`config.mk`:
```
export PLATFORM = sky130hd
export DESIGN_NAME = learning_remote_code_table
export DESIGN_NICKNAME = d
export VERILOG_FILES = /design/src/rtl/lrct_pkg.sv /design/src/rtl/lrct_ctrl.sv /design/src/rtl/lrct_dp.sv /design/src/rtl/learning_remote_code_table.sv
export SDC_FILE = /design/constraint.sdc
export NUM_CORES = 1
export LEC_CHECK = 0
export ABC_CLOCK_PERIOD_IN_PS = 7200
export BUFFER_PORTS_ARGS = -buffer_cell sky130_fd_sc_hd__buf_2
export CAP_MARGIN = 0
export CORE_AREA = 3 3 164 166
export CTS_CLUSTER_DIAMETER = 80
export CTS_CLUSTER_SIZE = 40
export DETAILED_ROUTE_END_ITERATION = 16
export DIE_AREA = 0 0 167 169
export GPL_ROUTABILITY_DRIVEN = 1
export PLACE_DENSITY = 0.59
export SLEW_MARGIN = 20
export SYNTH_ARGS = -nofsm -noshare
export SYNTH_HDL_FRONTEND = slang
export SYNTH_SLANG_ARGS = --single-unit
```
`constraint.sdc`:
```
create_clock -name i_clk -period 7.2 [get_ports i_clk]
set_input_delay 1.44 -clock i_clk [delete_from_list [all_inputs] [get_ports i_clk]]
set_output_delay 1.44 -clock i_clk [all_outputs]
set_load 0.01 [all_outputs]
```
`src/rtl/lrct_pkg.sv`:
```
package lrct_pkg;

    localparam int CFG_IDX_W = 3;
    localparam int CFG_DATA_W = 14;
    localparam int CNT_W = 14;
    localparam int BLINK_W = 8;
    localparam int CODE_W = 16;
    localparam int SLOT_W = 6;

    typedef enum logic [CFG_IDX_W-1:0] {
        REG_START_WINDOW = 3'd0,
        REG_CLEAR_PRESS  = 3'd1,
        REG_LEARN_PRESS  = 3'd2,
        REG_BLINK_PERIOD = 3'd3,
        REG_COUNT_LIMIT  = 3'd4
    } t_reg_idx;

    localparam logic [CNT_W-1:0]   RST_START_WINDOW = 14'd300;
    localparam logic [CNT_W-1:0]   RST_CLEAR_PRESS  = 14'd50;
    localparam logic [CNT_W-1:0]   RST_LEARN_PRESS  = 14'd100;
    localparam logic [BLINK_W-1:0] RST_BLINK_PERIOD = 8'd10;
    localparam logic [CNT_W-1:0]   RST_COUNT_LIMIT  = 14'd10000;

    localparam logic OP_TICK = 1'b0;
    localparam logic OP_CODE = 1'b1;

    typedef struct packed {
        logic capture;
        logic exec;
    } t_cmd;

endpackage

```
`src/rtl/lrct_ctrl.sv`:
```
module lrct_ctrl (
    input  logic          i_clk,
    input  logic          i_rst_n,
    input  logic          i_in_valid,
    output logic          o_in_stall,
    input  logic          i_out_stall,
    output logic          o_out_valid,
    output lrct_pkg::t_cmd o_cmd
);
    import lrct_pkg::*;

    typedef enum logic [1:0] {
        S_IDLE = 2'b01,
        S_WORK = 2'b10
    } t_state;

    t_state r_state, n_state;
    logic   r_out_valid, n_out_valid;
    logic   out_free;

    assign out_free = !r_out_valid || !i_out_stall;

    always_comb begin
        n_state     = r_state;
        n_out_valid = r_out_valid && i_out_stall;
        o_cmd       = '0;
        case (r_state)
            S_IDLE: begin
                if (i_in_valid) begin
                    o_cmd.capture = 1'b1;
                    n_state       = S_WORK;
                end
            end
            S_WORK: begin
                if (out_free) begin
                    o_cmd.exec  = 1'b1;
                    n_out_valid = 1'b1;
                    n_state     = S_IDLE;
                end
            end
            default: begin
                n_state = S_IDLE;
            end
        endcase
    end

    always_ff @(posedge i_clk) begin
        if (!i_rst_n) begin
            r_state     <= S_IDLE;
            r_out_valid <= 1'b0;
        end else begin
            r_state     <= n_state;
            r_out_valid <= n_out_valid;
        end
    end

    assign o_in_stall  = (r_state != S_IDLE);
    assign o_out_valid = r_out_valid;

endmodule

```
`src/rtl/lrct_dp.sv`:
```
module lrct_dp #(
    parameter int SLOTS = 5
) (
    input  logic                           i_clk,
    input  logic                           i_rst_n,
    input  lrct_pkg::t_cmd                 i_cmd,
    input  logic                           i_cfg_we,
    input  logic [lrct_pkg::CFG_IDX_W-1:0] i_cfg_index,
    input  logic [lrct_pkg::CFG_DATA_W-1:0] i_cfg_data,
    input  logic                           i_op,
    input  logic                           i_button,
    input  logic [7:0]                     i_code_high,
    input  logic [7:0]                     i_code_low,
    output logic                           o_activate,
    output logic                           o_learn_mode,
    output logic                           o_led_blink,
    output logic                           o_stored,
    output logic                           o_already_known,
    output logic                           o_table_full,
    output logic                           o_cleared,
    output logic                           o_save_request,
    output logic [lrct_pkg::SLOT_W-1:0]    o_slot
);
    import lrct_pkg::*;

    localparam int SW = (SLOTS > 1) ? $clog2(SLOTS) : 1;

    logic [CNT_W-1:0]   r_start_window, r_clear_press, r_learn_press, r_count_limit;
    logic [BLINK_W-1:0] r_blink_period;

    logic               r_op, r_button;
    logic [CODE_W-1:0]  r_code;

    logic [CODE_W-1:0]  r_slots [SLOTS];
    logic [CODE_W-1:0]  n_slots [SLOTS];
    logic [CNT_W-1:0]   r_uptime, n_uptime, r_hold, n_hold;
    logic               r_learn, n_learn, r_blink, n_blink;
    logic [BLINK_W-1:0] r_bcnt, n_bcnt, per;

    logic [CNT_W-1:0]   up_inc, hold_inc;
    logic               hit, empty_hit;
    logic [SW-1:0]      hit_idx, empty_idx;

    logic res_act, res_stored, res_known, res_full, res_clr, res_save;
    logic [SLOT_W-1:0] res_slot;

    always_comb begin
        hit       = 1'b0;
        hit_idx   = '0;
        empty_hit = 1'b0;
        empty_idx = '0;
        for (int i = SLOTS - 1; i >= 0; i--) begin
            if (r_slots[i] == r_code) begin
                hit     = 1'b1;
                hit_idx = SW'(i);
            end
            if (r_slots[i] == '0) begin
                empty_hit = 1'b1;
                empty_idx = SW'(i);
            end
        end
    end

    assign per = (r_blink_period == '0) ? BLINK_W'(1) : r_blink_period;

    always_comb begin
        n_slots    = r_slots;
        n_uptime   = r_uptime;
        n_hold     = r_hold;
        n_learn    = r_learn;
        n_blink    = r_blink;
        n_bcnt     = r_bcnt;
        up_inc     = r_uptime;
        hold_inc   = '0;
        res_act    = 1'b0;
        res_stored = 1'b0;
        res_known  = 1'b0;
        res_full   = 1'b0;
        res_clr    = 1'b0;
        res_save   = 1'b0;
        res_slot   = '0;
        if (r_op == OP_TICK) begin
            if (!r_learn) begin
                up_inc   = (r_uptime < r_count_limit) ? r_uptime + CNT_W'(1) : r_uptime;
                hold_inc = (r_button && r_hold < r_count_limit) ? r_hold + CNT_W'(1) : '0;
                n_uptime = up_inc;
                n_hold   = hold_inc;
                if (up_inc < r_start_window && hold_inc > r_clear_press) begin
                    for (int i = 0; i < SLOTS; i++) begin
                        n_slots[i] = '0;
                    end
                    n_uptime = r_count_limit;
                    n_hold   = '0;
                    res_clr  = 1'b1;
                    res_save = 1'b1;
                end
                if (n_hold >= r_learn_press) begin
                    n_learn = 1'b1;
                    n_bcnt  = '0;
                end
            end else begin
                n_bcnt = r_bcnt + BLINK_W'(1);
                if (n_bcnt >= per) begin
                    n_blink = !r_blink;
                    n_bcnt  = '0;
                end
            end
        end else begin
            if (!r_learn) begin
                if (hit) begin
                    res_act  = 1'b1;
                    res_slot = SLOT_W'(hit_idx);
                end
            end else begin
                if (hit) begin
                    res_known = 1'b1;
                    res_slot  = SLOT_W'(hit_idx);
                end else begin
                    if (empty_hit) begin
                        n_slots[empty_idx] = r_code;
                        res_stored         = 1'b1;
                        res_slot           = SLOT_W'(empty_idx);
                    end else begin
                        res_full = 1'b1;
                    end
                    res_save = 1'b1;
                end
                n_learn = 1'b0;
            end
        end
    end

    always_ff @(posedge i_clk) begin
        if (!i_rst_n) begin
            r_start_window <= RST_START_WINDOW;
            r_clear_press  <= RST_CLEAR_PRESS;
            r_learn_press  <= RST_LEARN_PRESS;
            r_blink_period <= RST_BLINK_PERIOD;
            r_count_limit  <= RST_COUNT_LIMIT;
        end else if (i_cfg_we) begin
            case (i_cfg_index)
                REG_START_WINDOW: r_start_window <= i_cfg_data;
                REG_CLEAR_PRESS:  r_clear_press  <= i_cfg_data;
                REG_LEARN_PRESS:  r_learn_press  <= i_cfg_data;
                REG_BLINK_PERIOD: r_blink_period <= i_cfg_data[BLINK_W-1:0];
                REG_COUNT_LIMIT:  r_count_limit  <= i_cfg_data;
                default: ;
            endcase
        end
    end

    always_ff @(posedge i_clk) begin
        if (!i_rst_n) begin
            for (int i = 0; i < SLOTS; i++) begin
                r_slots[i] <= '0;
            end
            r_uptime <= '0;
            r_hold   <= '0;
            r_learn  <= 1'b0;
            r_blink  <= 1'b0;
            r_bcnt   <= '0;
        end else if (i_cmd.exec) begin
            r_slots  <= n_slots;
            r_uptime <= n_uptime;
            r_hold   <= n_hold;
            r_learn  <= n_learn;
            r_blink  <= n_blink;
            r_bcnt   <= n_bcnt;
        end
    end

    always_ff @(posedge i_clk) begin
        if (i_cmd.capture) begin
            r_op     <= i_op;
            r_button <= i_button;
            r_code   <= {i_code_high, i_code_low};
        end
    end

    always_ff @(posedge i_clk) begin
        if (i_cmd.exec) begin
            o_activate      <= res_act;
            o_learn_mode    <= n_learn;
            o_led_blink     <= n_learn && n_blink;
            o_stored        <= res_stored;
            o_already_known <= res_known;
            o_table_full    <= res_full;
            o_cleared       <= res_clr;
            o_save_request  <= res_save;
            o_slot          <= res_slot;
        end
    end

endmodule

```
`src/rtl/learning_remote_code_table.sv`:
```
// Each input beat is captured, then executed into the registered result beat.
// The controller holds one item from capture to execute and stalls new input until that execute.
// Execute waits while a previous result beat is still stalled in the output register.
// Reset (i_rst_n low, synchronous): table and counters cleared, config registers to defaults.
module learning_remote_code_table #(
    parameter int SLOTS = 5
) (
    input  logic                            i_clk,
    input  logic                            i_rst_n,
    input  logic                            i_cfg_we,
    input  logic [lrct_pkg::CFG_IDX_W-1:0]  i_cfg_index,
    input  logic [lrct_pkg::CFG_DATA_W-1:0] i_cfg_data,
    input  logic                            i_in_valid,
    output logic                            o_in_stall,
    input  logic                            i_op,
    input  logic                            i_button,
    input  logic [7:0]                      i_code_high,
    input  logic [7:0]                      i_code_low,
    output logic                            o_out_valid,
    input  logic                            i_out_stall,
    output logic                            o_activate,
    output logic                            o_learn_mode,
    output logic                            o_led_blink,
    output logic                            o_stored,
    output logic                            o_already_known,
    output logic                            o_table_full,
    output logic                            o_cleared,
    output logic                            o_save_request,
    output logic [lrct_pkg::SLOT_W-1:0]     o_slot
);
    import lrct_pkg::*;

    t_cmd cmd;

    lrct_ctrl u_ctrl (
        .i_clk       (i_clk),
        .i_rst_n     (i_rst_n),
        .i_in_valid  (i_in_valid),
        .o_in_stall  (o_in_stall),
        .i_out_stall (i_out_stall),
        .o_out_valid (o_out_valid),
        .o_cmd       (cmd)
    );

    lrct_dp #(
        .SLOTS (SLOTS)
    ) u_dp (
        .i_clk           (i_clk),
        .i_rst_n         (i_rst_n),
        .i_cmd           (cmd),
        .i_cfg_we        (i_cfg_we),
        .i_cfg_index     (i_cfg_index),
        .i_cfg_data      (i_cfg_data),
        .i_op            (i_op),
        .i_button        (i_button),
        .i_code_high     (i_code_high),
        .i_code_low      (i_code_low),
        .o_activate      (o_activate),
        .o_learn_mode    (o_learn_mode),
        .o_led_blink     (o_led_blink),
        .o_stored        (o_stored),
        .o_already_known (o_already_known),
        .o_table_full    (o_table_full),
        .o_cleared       (o_cleared),
        .o_save_request  (o_save_request),
        .o_slot          (o_slot)
    );

    a_busy_after_accept: assert property (@(posedge i_clk) disable iff (!i_rst_n)
        (i_in_valid && !o_in_stall) |=> o_in_stall)
        else $error("input accepted while controller not busy next cycle");

    a_stored_leaves_learn: assert property (@(posedge i_clk) disable iff (!i_rst_n)
        (o_out_valid && (o_stored || o_table_full || o_already_known)) |-> !o_learn_mode)
        else $error("learn result while still in learn mode");

    a_clear_saves: assert property (@(posedge i_clk) disable iff (!i_rst_n)
        (o_out_valid && o_cleared) |-> o_save_request)
        else $error("table clear without save request");

    a_one_outcome: assert property (@(posedge i_clk) disable iff (!i_rst_n)
        o_out_valid |->
            ($countones({o_activate, o_stored, o_already_known, o_table_full}) <= 1))
        else $error("more than one code outcome in a beat");

endmodule
```
Yosys cells after proc, flatten, opt, wreduce, memory -nomap -nowiden
Cells that the tools add are included.
- add/subtract/negate cells: 3
- multiply operators: 0
- divide/modulo/power cells: 0
- $lt $le $gt $ge: 8
- equality and inequality tests: 18
- shift operators: 0
- multiplexer cells: 66
- bitwise gates (word level): 3
- reductions and logical operators: 30
- operator list (operator ; number):
    80-bit two-way mux ; 6
    14-bit two-way mux ; 6
    80-bit bitwise mux ; 1
    16-bit == test ; 5
    16-bit logical NOT ; 5
    16-bit demux with 3-bit select ; 1
    14-bit < comparator ; 3
    3-bit two-way mux ; 12
    8-bit two-way mux ; 4
    1-bit two-way mux ; 30
    14-bit by 1-bit adder with 14-bit output (second input constant) ; 2
    16-bit two-way mux ; 1
    14-bit greater-or-equal comparator ; 1
    14-bit greater-than comparator ; 1
    2-bit AND reduction ; 7
    6-bit two-way mux ; 2
    8-bit by 1-bit adder with 8-bit output (second input constant) ; 1
    8-bit greater-or-equal comparator ; 1
    8-bit logical NOT ; 1
    2-bit inequality test (second input constant) ; 4
    3-bit by 2-bit == test with 1-bit output (second input constant) ; 2
    2-bit by 1-bit inequality test with 1-bit output (second input constant) ; 3
    3-bit AND reduction ; 2
    6-bit AND reduction ; 1
    17 further kinds ; 26
- bits in registers: 217
- bits in latches: 0
- RAM bits: 0
- ROM bits: 0
- input port bits: 40
- output and inout bits: 16
- word-level logic and storage cells: 157
- memories: 0

Logic depth before layout (Yosys ltp)
- depth in word-level cells: 16
- depth in mapped cells: 30

Hierarchy
Synthesis repeated with hierarchy kept, for this count alone.
- cells, all modules: 1325
- area, all modules: 11557.3 um2
- modules (own cells, without submodules) (module ; times used ; cells each ; area each (um2) ; seq. area each (um2)):
    lrct_dp ; 1 ; 1313 ; 11437.2 ; 4514.3
    lrct_ctrl ; 1 ; 12 ; 120.1 ; 60.1

Worst setup path before layout
Ideal clock, no wire load.
- kind: register to register
- start point: register u_dp.r_count_limit[13]
- end point: register u_dp.r_bcnt[2]
- setup time: 0.074 ns
- arrival time: 5.678 ns
- data required time: 7.126 ns
- slack: 1.448 ns
- stages on the path, launching flop included: 29
- buffers on the path: 5
- clock period less this slack: 5.752 ns
- cell sequence: dfxtp_1 > inv_1 > ha_1 > and3_1 > a2111oi_0 > o21a_1 > o21ai_0 > clkbuf_1 > clkbuf_1 > or2_2 > ha_1 > nor2b_1 > o21bai_1 > a211oi_1 > o211a_1 > and2_0 > clkbuf_1 > buf_2 > buf_2 > nor2_1 > ha_1 > nor2b_1 > o21a_1 > o21a_1 > o21ai_0 > a31oi_1 > a41oi_1 > inv_1 > a31oi_1
- word-level cells in the longest chain between the ends: 11
- ends and longest elaborated chain (item ; line ; source):
    start: declaration ; lrct_dp.sv:28 ; logic [CNT_W-1:0] r_start_window, r_clear_press, r_learn_press, r_count_limit;
    start signal: assignment ; lrct_dp.sv:146 ; REG_COUNT_LIMIT: r_count_limit <= i_cfg_data;
    14-bit < comparator ; lrct_dp.sv:85 ; hold_inc = (r_button && r_hold < r_count_limit) ? r_hold + CNT_W'(1) : '0;
    1-bit logical AND ; lrct_dp.sv:85 ;
    14-bit two-way mux ; lrct_dp.sv:85 ;
    14-bit greater-than comparator ; lrct_dp.sv:88 ; if (up_inc < r_start_window && hold_inc > r_clear_press) begin
    1-bit logical AND ; lrct_dp.sv:88 ;
    14-bit two-way mux * ; lrct_dp.sv:88 ;
    14-bit two-way mux * ; lrct_dp.sv:83 ; if (!r_learn) begin
    14-bit two-way mux * ; lrct_dp.sv:82 ; if (r_op == OP_TICK) begin
    14-bit greater-or-equal comparator * ; lrct_dp.sv:97 ; if (n_hold >= r_learn_press) begin
    2-bit nonzero test (no source line) * ; - ;
    3-bit AND reduction (no source line) * ; - ;
    end signal: assignment ; lrct_dp.sv:168 ; r_bcnt <= n_bcnt;
    end: declaration ; lrct_dp.sv:38 ; logic [BLINK_W-1:0] r_bcnt, n_bcnt, per;
Mark *: on every way between the ends. The rest lies on a longest branch, timed or not. The select of a mux whose other input is x is not followed.
A chain may end at the register's enable or synchronous reset.

Worst setup path after layout
- start point: register u_dp.r_count_limit[13]
- end point: register u_dp.r_bcnt[5]
The elaborated chain is that of the path after synthesis.

==> results <==
- CTS built an H-tree with a depth of 1.
- Data on the critical path arrives at its endpoint at 6.95 ns.
- The pin slew with the least headroom to its limit is 1.06 ns.
- Summing all multi-input logic gate instances after layout gives a little over 6000 µm².
- The cell area that synthesis handed to floorplanning was 11,400 µm².
- The number of nets in the layout is 1,392.
- The maximum buffer depth of the clock tree is 3.
- The classification of the worst setup path is flip-flop to flip-flop.
- The later-pin clock latency in the skew report is 0.51 ns.
- The count of cell types in the netlist is 66.
- The critical path capture point is u_dp.r_bcnt[5].
- The leftover overflow at the end of global routing is 0.
- In this run the post-CTS setup repair buffer count came out at 0.
- The worst register-to-register path has a setup slack of about 0.68 ns.
- The final cycle utilization of the critical path is around 91%.
- The first-pass iteration count of the detailed router is 5.
- The critical path capture point type is a flip-flop.
- The worst register-to-register path begins at u_dp.r_count_limit[13].
- For this design the top-level I/O count stands at 56.
- The worst setup path is launched from a flip-flop.
- The top flip-flop cell by instance count after synthesis is sky130_fd_sc_hd__dfxtp_1.
- The half-perimeter wire length of the detailed placement result is 22,500 µm.
- The area inside the core boundary is 25,800 µm².
- The fraction of synthesis flops using an asynchronous set or reset pin is 0%.
- The number of port buffers is 52.
- The sequential group share of total power is 54.0%.
- The die is ~170 µm wide.
- The max capacitance violation total is 0.
- Across the whole layout, storage elements account for 4570 µm².
- The switching power share of the total is 26.7%.
- Leaving out fill and tap cells, the most frequent cell in the layout is sky130_fd_sc_hd__dfxtp_1.
- The required time of the critical path is 7.63 ns.
- Yosys printed 0 warnings.
- Dividing the detail-routed wire length by the instance count gives 19.1 µm.
- The overall die area is ~28,000 µm².
- The cell row count is 59.
- The post-route netlist has 8.13% of its cells at a drive strength greater than 1.
- The count of endpoints failing setup in the final report is 0.
- The synthesized instance count is 1,264.
- The tightest slew margin relative to the limit is between 20% and 30%.
- In this run, synthesis inferred 29 flip-flops with an integrated enable.
- The number of flip-flops and latches in the synthesized netlist is 214.
- In this run the worst hold path is classified as flip-flop to flip-flop.
- The wire length of the first global-routing pass is 48,800 µm.
- The count of unresolved DRC violations after routing is 0.
- The fraction of power consumed by combinational cells is 6.1%.
- After detailed routing, the total wire length is just over 30,000 µm.
- The routed via count divided by cell count is between 5 and 6.
- The share of total power dissipated in the clock network is 39.9%.
- Summed over all nets, the switching power comes to 624 µW.
- Prior to clock tree synthesis, the placed netlist has a worst setup slack of 0.602 ns.
- The peak supply drop is 0.184 mV.
- The number of pins exceeding their max-slew limit in the final report came to 0.
- The hold buffer count at CTS is 0.
- The initial antenna violation count was 0.
- The analysis attributes to cell leakage a power of 0.00494 µW.
- The relative area change from synthesis to final layout is 7.96%.
- The design internal power is 1710 µW.
- The mean area per synthesized cell is 9.06 µm².
- The power consumption is 2340 µW.
- Clock tree synthesis found a total of 214 sinks.
- The layer carrying the most global-route usage is met2.
- The number of buffers created by CTS is 15.
- The initial utilization of the core area, before any placement, comes to 44.4%.
- For this run, global-route usage on met3 was measured as 2.71%.
- The via count of the first global-routing pass is 8,841.
- The number of fillers in the final layout is 2,461.
- The clock tree root buffer cell is sky130_fd_sc_hd__clkbuf_16.
- Summed over all failing endpoints, the final setup total negative slack is 0 ns.
- The share of synthesized area occupied by flip-flops and latches is 40.0%.
- The detail route stage leaves a number of antenna-violating nets equal to 0.
- For met2 alone, demand over resource in global routing was between 30% and 40%.
- The clock skew is 0.0268 ns.
- Global routing consumed, on the met1 layer, 31.5% of the routing resources.
- The post-layout minimum cycle time is 6.52 ns.
- The post-CTS clock slew at the launch and capture registers of the worst setup and hold paths is 0.09 ns.
- The tightest hold path in the finished design has a slack of 0.460 ns.
- In the layout the commonest cells are 185 x sky130_fd_sc_hd__dfxtp_1, 166 x sky130_fd_sc_hd__nand2_1, 81 x sky130_fd_sc_hd__ha_1.
- For this block, the via count after detailed routing is 9,253.
- Along the worst path, the maximum fanout reaches 16.
- After the first detailed-routing iteration, the DRC count stood at 647.
- The start point of the critical path is u_dp.r_count_limit[13].
- The total inserted antenna cells is 0.
- The largest net degree at the start of global routing is 61.
- The least setup slack across all paths after layout is between 0.6 and 0.7 ns.
- The number of cells on the worst reg-to-reg path is 26.
- TritonCTS built the clock tree.
- The number of placed cells counting well taps is 1,588.
- The global-route usage over all layers is a little over a fifth.
- Derived from the worst setup path, the maximum achievable clock frequency is 153 MHz.
- Setup repair after global routing left no endpoint under its margin.
- The congestion estimate from routability-driven global placement came to 0.907.
- The flow ran to the end, and the final reports show no timing, DRC or antenna violations.
- The final-report hold violation count was 0.
- The chip height is 169 µm.
- The power per cell area is 189 nW/µm².
- The worst register-to-register path ends at u_dp.r_bcnt[5].
- The final non-filler cell total is 1,614.
==> cell families (layout without fill, tap and decap cells) <==
family,count (synthesis),in the layout,share of synthesized area (%)
simple gates,416,416,17.6
compound gates,288,288,18.6
flops,214,214,40.0
buf+inv,147,160,5.90
xor+xnor,112,112,8.57
fa+ha+maj,81,81,8.85
mux,5,5,0.470
other cells,1,3,0.0328
==> per-stage QoR <==
step / util, % / cell area, µm²
2_1_floorplan: - / 11500
3_3_place_gp: 45.8 / 11800
3_5_place_dp: 45.8 / 11800
4_1_cts: 47.9 / 12300
5_1_grt: 48.0 / 12400
6_report: 48.0 / 12400
==> cell type report <==
type | instances | share of cell area [%]
Sequential cell | 214 | 37.0
Clock buffer | 16 | 3.15
Multi-Input combinational cell | 905 | 50.4
Clock inverter | 9 | 1.05
Tap cell | 335 | 3.39
Inverter | 74 | 2.25
Timing Repair Buffer | 61 | 2.75
==> worst max-delay path: stages, from the launching register on <==
cell,delay (ns)
sky130_fd_sc_hd__dfxtp_1,0.35
sky130_fd_sc_hd__inv_1,0.08
sky130_fd_sc_hd__ha_1,0.31
sky130_fd_sc_hd__a21oi_1,0.17
sky130_fd_sc_hd__o21a_1,0.17
sky130_fd_sc_hd__a21boi_0,0.17
sky130_fd_sc_hd__a21boi_0,0.49
sky130_fd_sc_hd__nand3_1,0.27
sky130_fd_sc_hd__nor2_1,0.23
sky130_fd_sc_hd__xor2_1,0.09
sky130_fd_sc_hd__ha_1,0.33
sky130_fd_sc_hd__nand4_1,0.14
sky130_fd_sc_hd__nor4_1,0.29
sky130_fd_sc_hd__o21ai_0,0.13
sky130_fd_sc_hd__a21oi_1,0.23
sky130_fd_sc_hd__o311ai_4,0.20
sky130_fd_sc_hd__and2_0,0.49
sky130_fd_sc_hd__or3_1,0.45
sky130_fd_sc_hd__ha_1,0.30
sky130_fd_sc_hd__nand4_1,0.12
sky130_fd_sc_hd__nor4_1,0.06
sky130_fd_sc_hd__o21ai_0,0.15
sky130_fd_sc_hd__nor4b_1,0.37
sky130_fd_sc_hd__o31ai_1,0.15
sky130_fd_sc_hd__a41oi_2,0.42
sky130_fd_sc_hd__inv_1,0.11
sky130_fd_sc_hd__a31oi_1,0.17
==> worst min-delay path by stage <==
stage / from / endpoint / slack [ns] / depth (start not counted)
after global placement: u_dp.r_clear_press[6] / u_dp.r_clear_press[6] / 0.44 / 2
after global routing: u_dp.r_clear_press[10] / u_dp.r_clear_press[10] / 0.47 / 2
final: u_dp.r_clear_press[2] / u_dp.r_clear_press[2] / 0.46 / 2
after detailed placement: u_dp.r_learn_press[3] / u_dp.r_learn_press[3] / 0.45 / 2
after CTS: u_dp.r_clear_press[2] / u_dp.r_clear_press[2] / 0.46 / 2
after floorplan: u_dp.r_blink_period[2] / u_dp.r_blink_period[2] / 0.44 / 2
==> registers in the layout, indices dropped and copies added (netlist names), 2 cells and up <==
signal	cells
u_dp.o_slot	3
u_dp.r_blink_period	8
u_dp.r_slots	80
u_dp.r_code	16
u_dp.r_bcnt	8
u_dp.r_start_window	14
u_dp.r_learn_press	14
u_dp.r_clear_press	14
u_ctrl.r_state	2
u_dp.r_count_limit	14
u_dp.r_hold	14
u_dp.r_uptime	14
==> Yosys cell counts (19+ instances only) <==
master                      count  area, µm²
sky130_fd_sc_hd__and3_1        20        125
sky130_fd_sc_hd__nand3_1       35        175
sky130_fd_sc_hd__nor4_1        42        263
sky130_fd_sc_hd__xor2_1        76        666
sky130_fd_sc_hd__nor3_1        22        110
sky130_fd_sc_hd__ha_1          81       1010
sky130_fd_sc_hd__clkbuf_1      33        124
sky130_fd_sc_hd__nor2_1        53        199
sky130_fd_sc_hd__a21oi_1       72        360
sky130_fd_sc_hd__o21ai_0       33        165
sky130_fd_sc_hd__o211ai_1      19        143
sky130_fd_sc_hd__inv_1         73        274
sky130_fd_sc_hd__nand4_1       31        194
sky130_fd_sc_hd__edfxtp_1      29        871
sky130_fd_sc_hd__dfxtp_1      185       3700
sky130_fd_sc_hd__a32o_1        32        320
sky130_fd_sc_hd__nand2_1      166        623
sky130_fd_sc_hd__xnor2_1       36        315
sky130_fd_sc_hd__o2bb2ai_1     50        438
==> layer usage <==
metal	part of all wire [%]	routed length [µm]
met5	0	0
met4	2.8	852
met3	5.6	1710
met2	43	13300
met1	49	15000
==> repair_timing <==
| action | 4_1_cts | 5_1_grt |
|---|---|---|
| resized for setup | 0 | 1 |
| endpoints found under the setup margin | 0 | 8 |
| hold endpoints to repair | 0 | 0 |
==> power by group through the flow <==
stage                     Combinational (µW)  Sequential [µW]  Clock [µW]
after detailed placement                 141             1290           0
after floorplan                          112             1260           0
after CTS                                142             1260         959
final                                    143             1260         932
after global placement                   139             1290           0
after global routing                     159             1260        1000
Note: power is estimated with default switching activity, not from simulation.
